<file path="config.mk">
export PLATFORM = sky130hd
export DESIGN_NAME = shsc_hit
export DESIGN_NICKNAME = d
export VERILOG_FILES = /design/src/hw/rtl/shsc_pkg.sv /design/src/hw/rtl/shsc_ram.sv /design/src/hw/rtl/shsc_hit.sv
export SDC_FILE = /design/constraint.sdc
export NUM_CORES = 1
export LEC_CHECK = 0
export BUFFER_PORTS_ARGS = -buffer_cell sky130_fd_sc_hd__clkbuf_2
export CAP_MARGIN = 20
export CORE_UTILIZATION = 40
export CTS_BUF_LIST = sky130_fd_sc_hd__clkbuf_16
export CTS_CLUSTER_DIAMETER = 200
export CTS_CLUSTER_SIZE = 16
export DETAILED_ROUTE_END_ITERATION = 8
export GPL_TIMING_DRIVEN = 0
export PLACE_DENSITY = 0.69
export SLEW_MARGIN = 0
export SYNTH_ARGS = -nofsm -noshare
export SYNTH_HDL_FRONTEND = slang
export SYNTH_SLANG_ARGS = --single-unit
</file>
<file path="constraint.sdc">
create_clock -name aclk -period 12.02 [get_ports aclk]
set_input_delay 0.601 -clock aclk [delete_from_list [all_inputs] [get_ports aclk]]
set_output_delay 0.601 -clock aclk [all_outputs]
set_load 0.02 [all_outputs]
</file>
<file path="src/hw/rtl/shsc_pkg.sv">
`default_nettype none
package shsc_pkg;

    // Stream widths: fields packed from bit 0 up, tdata widths padded to whole bytes
    localparam int S_TDATA_W = 56;
    localparam int S_TUSER_W = 6;
    localparam int M_TDATA_W = 144;

    // Configuration port
    localparam int CFG_ADDR_W = 1;
    localparam int CFG_DATA_W = 16;
    localparam logic [CFG_ADDR_W-1:0] REG_X_THRESHOLD      = 1'd0;
    localparam logic [CFG_ADDR_W-1:0] REG_ENERGY_THRESHOLD = 1'd1;
    localparam logic [15:0] X_THRESHOLD_RST      = 16'd0;
    localparam logic [15:0] ENERGY_THRESHOLD_RST = 16'd150;

    // Request kinds
    localparam logic OP_WRITE  = 1'b0;
    localparam logic OP_SAMPLE = 1'b1;

    // Detectors
    localparam logic [1:0] DET_X = 2'd0;
    localparam logic [1:0] DET_Y = 2'd1;
    localparam logic [1:0] DET_E = 2'd2;

    // Table selects
    localparam logic [2:0] TBL_X_OFFSET    = 3'd0;
    localparam logic [2:0] TBL_X_GAIN      = 3'd1;
    localparam logic [2:0] TBL_Y_OFFSET    = 3'd2;
    localparam logic [2:0] TBL_Y_GAIN      = 3'd3;
    localparam logic [2:0] TBL_Y_THRESHOLD = 3'd4;
    localparam logic [2:0] TBL_PEDESTAL    = 3'd5;
    localparam logic [2:0] TBL_E_GAIN      = 3'd6;

    // Channel code reported when multiplicity is not one
    localparam logic [4:0] CHAN_NONE = 5'b11111;

    typedef struct packed {
        logic        single;
        logic [3:0]  ch;
        logic [15:0] amp;
    } det_snap_t;

    typedef struct packed {
        det_snap_t x;
        det_snap_t y;
        det_snap_t e;
    } ev_snap_t;

    typedef struct packed {
        logic        en;
        logic [2:0]  sel;
        logic [3:0]  ch;
        logic [31:0] word;
    } tbl_wr_t;

    // Default Y thresholds per channel
    function automatic logic [15:0] y_thr_reset(input logic [3:0] ch);
        logic [15:0] r;
        case (ch)
            4'd0:  r = 16'd80;
            4'd1:  r = 16'd103;
            4'd2:  r = 16'd81;
            4'd3:  r = 16'd106;
            4'd4:  r = 16'd105;
            4'd5:  r = 16'd112;
            4'd6:  r = 16'd97;
            4'd7:  r = 16'd108;
            4'd8:  r = 16'd111;
            4'd9:  r = 16'd116;
            4'd10: r = 16'd116;
            4'd11: r = 16'd110;
            4'd12: r = 16'd110;
            4'd13: r = 16'd113;
            4'd14: r = 16'd98;
            4'd15: r = 16'd99;
            default: r = 16'd0;
        endcase
        return r;
    endfunction

endpackage
`default_nettype wire

</file>
<file path="src/hw/rtl/shsc_ram.sv">
`default_nettype none
module shsc_ram #(
    parameter int DEPTH = 16,
    parameter int WIDTH = 32
) (
    input  wire logic                             aclk,
    input  wire logic                             wr_en,
    input  wire logic [$clog2(DEPTH > 1 ? DEPTH : 2)-1:0] wr_addr,
    input  wire logic [WIDTH-1:0]                 wr_data,
    input  wire logic                             rd_en,
    input  wire logic [$clog2(DEPTH > 1 ? DEPTH : 2)-1:0] rd_addr,
    output logic      [WIDTH-1:0]                 rd_data
);

    logic [WIDTH-1:0] mem_reg [DEPTH];
    logic [WIDTH-1:0] rd_data_reg;

    always_ff @(posedge aclk) begin
        if (wr_en) begin
            mem_reg[wr_addr] <= wr_data;
        end
    end

    always_ff @(posedge aclk) begin
        if (rd_en) begin
            rd_data_reg <= mem_reg[rd_addr];
        end
    end

    assign rd_data = rd_data_reg;

endmodule
`default_nettype wire

</file>
<file path="src/hw/rtl/shsc_hit.sv">
`default_nettype none
module shsc_hit import shsc_pkg::*; #(
    parameter int CHANNELS = 16
) (
    input  wire logic                  aclk,
    input  wire logic                  aresetn,
    input  wire logic                  cfg_wr_en,
    input  wire logic [CFG_ADDR_W-1:0] cfg_addr,
    input  wire logic [CFG_DATA_W-1:0] cfg_wr_data,
    input  wire logic                  s_tvalid,
    output logic                       s_tready,
    input  wire logic [S_TDATA_W-1:0]  s_tdata,
    input  wire logic [S_TUSER_W-1:0]  s_tuser,
    input  wire logic                  s_tlast,
    input  wire logic                  snap_ready,
    output logic                       snap_valid,
    output ev_snap_t                   snap,
    output tbl_wr_t                    tbl_wr
);

    localparam int AW = $clog2(CHANNELS > 1 ? CHANNELS : 2);

    logic [15:0] x_thr_reg;
    logic [15:0] e_thr_reg;

    logic        s_v_reg;
    logic        s_op_reg;
    logic [2:0]  s_sel_reg;
    logic [1:0]  s_det_reg;
    logic [3:0]  s_ch_reg;
    logic [15:0] s_amp_reg;
    logic [31:0] s_word_reg;
    logic        s_last_reg;

    logic [CHANNELS-1:0] thr_vld_reg;
    logic        thr_byp_reg;
    logic [15:0] thr_byp_val_reg;
    logic        thr_vld_s_reg;
    logic [15:0] thr_rd;

    logic [1:0]  cnt_reg [3];
    logic [3:0]  ch_reg  [3];
    logic [15:0] amp_reg [3];
    logic [1:0]  cnt_next [3];

    logic        accept;
    logic        consume;
    logic        s_close;
    logic        s_in_range;
    logic        in_range_in;
    logic [3:0]  in_ch;
    logic [AW-1:0] in_idx;
    logic [AW-1:0] s_idx;
    logic        thr_we;
    logic [15:0] y_thr;
    logic [2:0]  hit;
    logic        sample;

    assign in_ch       = s_tdata[3:0];
    assign in_idx      = AW'(in_ch);
    assign s_idx       = AW'(s_ch_reg);
    assign in_range_in = int'(in_ch) < CHANNELS;
    assign s_in_range  = int'(s_ch_reg) < CHANNELS;

    // a sample with last closes the event and needs a free snapshot slot
    assign s_close  = (s_op_reg == OP_SAMPLE) && s_last_reg;
    assign s_tready = !s_v_reg || !s_close || snap_ready;
    assign consume  = s_v_reg && s_tready;
    assign accept   = s_tvalid && s_tready;
    assign sample   = consume && (s_op_reg == OP_SAMPLE);

    assign thr_we = consume && (s_op_reg == OP_WRITE) && (s_sel_reg == TBL_Y_THRESHOLD)
                    && s_in_range;

    always_ff @(posedge aclk) begin
        if (!aresetn) begin
            x_thr_reg <= X_THRESHOLD_RST;
            e_thr_reg <= ENERGY_THRESHOLD_RST;
        end else if (cfg_wr_en) begin
            case (cfg_addr)
                REG_X_THRESHOLD:      x_thr_reg <= cfg_wr_data;
                REG_ENERGY_THRESHOLD: e_thr_reg <= cfg_wr_data;
                default: ;
            endcase
        end
    end

    always_ff @(posedge aclk) begin
        if (!aresetn) begin
            s_v_reg <= 1'b0;
        end else if (accept) begin
            s_v_reg <= 1'b1;
        end else if (consume) begin
            s_v_reg <= 1'b0;
        end
    end

    always_ff @(posedge aclk) begin
        if (accept) begin
            s_op_reg   <= s_tuser[0];
            s_sel_reg  <= s_tuser[3:1];
            s_det_reg  <= s_tuser[5:4];
            s_ch_reg   <= in_ch;
            s_amp_reg  <= s_tdata[19:4];
            s_word_reg <= s_tdata[51:20];
            s_last_reg <= s_tlast;
            // forward a threshold write that lands at this same edge
            thr_byp_reg     <= thr_we && (s_ch_reg == in_ch);
            thr_byp_val_reg <= s_word_reg[15:0];
            thr_vld_s_reg   <= in_range_in && thr_vld_reg[in_idx];
        end
    end

    // per-channel Y thresholds; unwritten entries read as their defaults
    shsc_ram #(
        .DEPTH (CHANNELS),
        .WIDTH (16)
    ) u_y_thr_ram (
        .aclk    (aclk),
        .wr_en   (thr_we),
        .wr_addr (s_idx),
        .wr_data (s_word_reg[15:0]),
        .rd_en   (accept),
        .rd_addr (in_idx),
        .rd_data (thr_rd)
    );

    always_ff @(posedge aclk) begin
        if (!aresetn) begin
            thr_vld_reg <= '0;
        end else if (thr_we) begin
            thr_vld_reg[s_idx] <= 1'b1;
        end
    end

    always_comb begin
        if (thr_byp_reg) begin
            y_thr = thr_byp_val_reg;
        end else if (thr_vld_s_reg) begin
            y_thr = thr_rd;
        end else begin
            y_thr = y_thr_reset(s_ch_reg);
        end
    end

    always_comb begin
        hit[DET_X] = s_in_range && (s_det_reg == DET_X) && (s_amp_reg > x_thr_reg);
        hit[DET_Y] = s_in_range && (s_det_reg == DET_Y) && (s_amp_reg > y_thr);
        hit[DET_E] = s_in_range && (s_det_reg == DET_E) && (s_amp_reg > e_thr_reg);
        for (int d = 0; d < 3; d++) begin
            if (hit[d]) begin
                cnt_next[d] = (cnt_reg[d] == 2'd2) ? 2'd2 : cnt_reg[d] + 2'd1;
            end else begin
                cnt_next[d] = cnt_reg[d];
            end
        end
    end

    always_ff @(posedge aclk) begin
        if (!aresetn) begin
            for (int d = 0; d < 3; d++) begin
                cnt_reg[d] <= 2'd0;
            end
        end else if (sample) begin
            for (int d = 0; d < 3; d++) begin
                cnt_reg[d] <= s_last_reg ? 2'd0 : cnt_next[d];
            end
        end
    end

    always_ff @(posedge aclk) begin
        for (int d = 0; d < 3; d++) begin
            if (sample && hit[d]) begin
                ch_reg[d]  <= s_ch_reg;
                amp_reg[d] <= s_amp_reg;
            end
        end
    end

    // snapshot includes the closing sample itself
    always_comb begin
        snap_valid    = sample && s_last_reg;
        snap.x.single = (cnt_next[DET_X] == 2'd1);
        snap.x.ch     = hit[DET_X] ? s_ch_reg : ch_reg[DET_X];
        snap.x.amp    = hit[DET_X] ? s_amp_reg : amp_reg[DET_X];
        snap.y.single = (cnt_next[DET_Y] == 2'd1);
        snap.y.ch     = hit[DET_Y] ? s_ch_reg : ch_reg[DET_Y];
        snap.y.amp    = hit[DET_Y] ? s_amp_reg : amp_reg[DET_Y];
        snap.e.single = (cnt_next[DET_E] == 2'd1);
        snap.e.ch     = hit[DET_E] ? s_ch_reg : ch_reg[DET_E];
        snap.e.amp    = hit[DET_E] ? s_amp_reg : amp_reg[DET_E];
    end

    always_comb begin
        tbl_wr.en   = consume && (s_op_reg == OP_WRITE) && s_in_range;
        tbl_wr.sel  = s_sel_reg;
        tbl_wr.ch   = s_ch_reg;
        tbl_wr.word = s_word_reg;
    end

endmodule
`default_nettype wire

</file>
Word-level counts from Yosys, hierarchy flattened --
Memory sizes are Yosys's and may differ from the RTL's. A register that Yosys moved wholly into a read port is not among the register bits. Cells that the tools add are included.
Word-level totals: memory bits (writable) 322, flip-flop bits (word level) 126, ROM bits 96, output and inout bits 105, memories kept 5, input port bits 85
Memories:
- u_y_thr_ram.mem_reg | depth 16, bits a word 16, read ports 1, clocked after Yosys merged registers in 1, wr ports 1, RTL line shsc_ram.sv:15 | logic [WIDTH-1:0] mem_reg [DEPTH];
- (no name shown) | depth 16, bits a word 6, read ports 1, clocked after Yosys merged registers in 1, wr ports 0, RTL line shsc_pkg.sv:60 | case (ch)
- amp_reg | depth 3, bits a word 16, read ports 3, clocked after Yosys merged registers in 0, wr ports 1, RTL line shsc_hit.sv:43 | logic [15:0] amp_reg [3];
- ch_reg | depth 3, bits a word 4, read ports 3, clocked after Yosys merged registers in 0, wr ports 1, RTL line shsc_hit.sv:42 | logic [3:0] ch_reg [3];
- cnt_reg | depth 3, bits a word 2, read ports 3, clocked after Yosys merged registers in 0, wr ports 3, RTL line shsc_hit.sv:41 | logic [1:0] cnt_reg [3];
Cells by class: muxes and demuxes 51, reduce and logical (&&, ||, !) cells 27, $add $sub $neg 3, equal/unequal tests 10, order comparisons 6, bitwise operators 6
Operator list (number):
- two-way mux 16 bit | 7
- > comparator 16 bit | 3
- two-way mux 2 bit | 16
- OR reduction 16 bit | 2
- two-way mux 4 bit | 6
- two-way mux 1 bit | 20
- OR 16 bit | 1
- logical AND 1 bit | 15
- less-than comparator 4 x 5 -> 1 bit, second input constant | 2
- == test 2 x 1 -> 1 bit, second input constant | 4
- == test 2 bit, second input constant | 4
- OR reduction 4 bit | 2
- adder 2 x 1 -> 2 bit, second input constant | 3
- binary-select mux 1 bit (select 4 bit) | 1
- demux 1 bit (select 4 bit) | 1
- == test 4 bit | 1
- greater-or-equal comparator 4 x 1 -> 1 bit, second input constant | 1
- AND reduction 2 bit | 2
- == test 3 bit, second input constant | 1
- OR 1 bit | 3
- logical NOT 1 bit | 2
- logical NOT 2 bit | 1
- logical OR 1 bit | 2
- NOT 1 bit | 2
- nonzero test 2 bit | 1

Logic depth before layout (Yosys ltp) --
depth after elaboration 12, gate-level depth with buffers 12

Modules after synthesis --
A second synthesis with hierarchy kept.
Unflattened totals: cell total of the unflattened synthesis 1155, area total of the unflattened synthesis 19489.9 um2
Modules (own cells, without submodules):
- shsc_ram | area an instance 10203.5 um2, instances 1, cells each 432
- shsc_hit | area an instance 9286.4 um2, instances 1, cells each 723

Worst setup path after synthesis --
Ideal clock, no wire load.
path kind flip-flop to flip-flop, start point register thr_vld_s_reg, end point memory amp_reg[1][0] (netlist: amp_reg[0][16]), enable pin, data arrival time 3.685 ns, library setup time 0.435 ns, slack 7.900 ns, stages on the path, launching flop included 9, data required time 11.585 ns, clock period less this slack 4.120 ns, path buffers 2, path through edfxtp_1 > clkbuf_1 > nor2b_1 > clkbuf_1 > a22oi_1 > ha_1 > nand4_1 > a2111o_1 > a311oi_1
Between the ends: longest elaborated chain between the ends 10
RTL lines:
- from (decl) | RTL line shsc_hit.sv:38 | logic thr_vld_s_reg;
- from (signal assigned) | RTL line shsc_hit.sv:110 | thr_vld_s_reg <= in_range_in && thr_vld_reg[in_idx];
- two-way mux 16 bit (*) | RTL line shsc_hit.sv:139 | end else if (thr_vld_s_reg) begin
- two-way mux 16 bit (*) | RTL line shsc_hit.sv:137 | if (thr_byp_reg) begin
- > comparator 16 bit (*) | RTL line shsc_hit.sv:148 | hit[DET_Y] = s_in_range && (s_det_reg == DET_Y) && (s_amp_reg > y_thr);
- logical AND 1 bit (*) | RTL line shsc_hit.sv:148
- logical AND 1 bit (*) | RTL line shsc_hit.sv:173 | if (sample && hit[d]) begin
- two-way mux 1 bit (*) | RTL line shsc_hit.sv:173
- two-way mux 1 bit (implied by the code) (*) | RTL line shsc_hit.sv:175 | amp_reg[d] <= s_amp_reg;
- OR reduction 16 bit (no source line)
- two-way mux 2 bit (no source line) / two-way mux 1 bit (equally long branches) (2 in series)
- to (decl) | RTL line shsc_hit.sv:43
Mark *: on every way between the ends. The rest lies on a longest branch, timed or not.

==> reports/metrics.cfg <==
[detailed_routing]
viasPerCell = 5.35
top_layer_used = met4
first_iter_violations = 807
wl_per_cell_um = 22.8
drc = 0
dr_total_vias = 10566
met2WireLength_mm = 22.0
routed_wl_mm = 45.1
wl_met3_mm = 2.79
drtPass1Iterations = 5
ant_nets = 0
drt-met1-wl_mm = 18.9

[die]
ios = 190
die_h_um = 222
core-area_um2 = 47700
die_w_um = 222
dieArea_um2 = 49300
start_util = 0.406
placementRows = 80

[timing]
max_slew_margin = 0.316
period_share = 0.414
fin_tns_setup_ps = 0
skew_ps = 14.3
hold_violations = 0
layout_min_cycle_time_ps = 4980
rsz0062_at_grt = false
setup_viol = 0
slew_violations = 0
max_freq_mhz = 201
tightest_slew_ps = 1030

[clock_network]
cts_root_buffer = clkbuf_16
cts_resized = 0
postCtsSetupRepairBufs = 0
cts_buffers = 35
clock_latency_ps = 550
cts_htree_levels = 2
clock-sinks = 470
cts_tree = built
clk_pin_slew_worst_paths_ps = 80
cts.path.max_buffers = 3
hold_buffers = 0

[global_routing]
grt_pass1_wl_mm = 67.6
grt.total_usage = 0.185
grt_pass1_vias = 10883
grt_start_max_net_pins = 55
grt-ovfl-total = 0
antenna_found_initial = 0

[status]
status = finished, final reports clean

[synth]
ys.flop_type = edfxtp_1
netlist.area_leader.share = 0.644
synthTopCellsByCount = edfxtp_1, nand2_1, mux4_2
syn_avg_cell_area_um2 = 17.8
synthCells = 1088
yosysTopAreaCell = edfxtp_1
synth.top_cells.by_area = edfxtp_1, mux4_2, dfxtp_1, ha_1, mux2_4
yosysWarningCount = 0
async_flop_share = 0
synth.cell_area_um2 = 19400
synthesis.nets = 1228
synth_most_common_cell = edfxtp_1
synth.distinct_cells = 54
synth-seq-area-share = 0.700
synth-seq-cells = 470
synth_edf_count = 415

[critical_path]
max_stage_delay_ps = 500
r2r-end = amp_reg[0][23]$_DFFE_PP_
worst-path-max-fanout = 10
crit_required_ps = 11420
crit_start = thr_vld_s_reg$_DFFE_PP_
cp-end-kind = output port
worstSetupStartpointType = flip-flop
r2r-start = thr_vld_s_reg$_DFFE_PP_
path_cells = clkbuf_1 > nor2b_1 > clkbuf_1 > a22oi_1 > ha_1 > nand4_1 > a2111o_1 > a31oi_4 > buf_6 > mux2_4 > clkbuf_2
crit_arrival_ps = 4380
crit_type = flip-flop to output port
critPathSlowestCell = a2111o_1
reg2regPathDepth = 9
path_common_cell = clkbuf_1
critPathCapture = snap[38]
rrSetupSlack_ps = 8240

[layout]
antennaDiodeCount = 0
area_growth_pct = 16.6
nNetsFinal = 1473
drive_gt1_frac = 0.322
largest_reg_flops = 256

[power_and_ir_drop]
finalPower_mw = 3.22
power.density_nw_per_um2 = 143
peakVddDrop_v = 0.0000845
p_leak_nw = 7.97

[placement]
gp_congestion = 0.821
dp_hpwl_mm = 31.3
port-buffer-count = 185

[flow_run]
drv_cap = 0

[min_path]
hold_class = input port to flip-flop

metrics by stage:
step | instance area, um2 | instances | utilization | setup slack [ps] | hold WS, ps
4_1_cts | 22600 | 1974 | 0.473 | 7020 | 178
2_1_floorplan | 19400 | 1088 | - | 7900 | 435
3_3_place_gp | 21100 | 1888 | 0.441 | 6510 | 442
6_report | 22600 | 1974 | 0.473 | 7040 | 219
5_1_grt | 22600 | 1974 | 0.473 | 6790 | 195
3_5_place_dp | 21500 | 1911 | 0.451 | 7670 | 453
where the power goes:
part | internal (mW) | switching [mW] | total (mW) | leakage [nW]
logic | 0.107 | 0.145 | 0.253 | 3.11
registers | 1.81 | 0.0401 | 1.85 | 4.26
clock network | 0.558 | 0.556 | 1.11 | 0.595
critical path: cells and delay by family (launching register included):
kind            cells  cell delay [ps]
simple gates        2              370
fa+ha+maj           1              390
compound gates      3             1090
buf+inv             4             1270
flops               1              360
mux                 1              320
placed cells by master, fill, tap and decap left out, types with 9 or more instances in the layout:
cell,Yosys,routed
edfxtp_1,415,415
clkbuf_2,0,185
nand2_1,87,87
mux4_2,85,85
inv_1,50,75
ha_1,55,55
dfxtp_1,55,55
clkbuf_16,0,37
mux2_4,34,34
clkbuf_1,31,31
a21boi_0,29,29
mux2_2,28,28
mux2i_1,19,19
a21oi_1,19,19
o21a_1,18,18
nor2_1,30,18
o21ai_0,12,12
nor2_2,0,12
a22oi_1,11,11
buf_6,4,11
buf_8,0,11
nand4_1,10,10
buf_2,9,9
worst min path at each step:
stage | end | slack [ps] | depth (start not counted) | from
detailed placement | thr_vld_reg[5]$_SDFFE_PN0P_ | 450 | 1 | thr_vld_reg[5]$_SDFFE_PN0P_
finish | s_word_reg[8]$_DFFE_PP_ | 220 | 1 | s_tdata[28]
global route | s_word_reg[12]$_DFFE_PP_ | 200 | 1 | s_tdata[32]
CTS | s_word_reg[12]$_DFFE_PP_ | 180 | 1 | s_tdata[32]
global placement | thr_vld_reg[1]$_SDFFE_PN0P_ | 440 | 1 | thr_vld_reg[1]$_SDFFE_PN0P_
floorplan | thr_vld_reg[10]$_SDFFE_PN0P_ | 440 | 1 | thr_vld_reg[10]$_SDFFE_PN0P_
routing by layer:
metal	GRT usage	vias up
li1	-	4748
met1	0.243	5371
met2	0.308	370
met3	0.0333	77
met4	0.0677	0
met5	0	-
cells by family after synthesis:
kind of cell               after synthesis  synth area share
xor gates and xnor gates                 6           0.00271
AOI/OAI and AO/OA                      121            0.0463
adders and majority gates               55            0.0355
buffers and inverters                   99            0.0217
and+or+nand+nor                        171            0.0419
DFF                                    470             0.700
muxes                                  166             0.151
area by class of cell:
type	instances	area [um2]
multi-input combinational	519	5480
tap	615	769
clock inverter	26	105
timing repair buffer	208	1310
buffer	48	229
clock buffer	37	926
inverter	51	194
fill	4012	25200
sequential	470	13600
No activity file was read; power rests on OpenSTA's default activity.
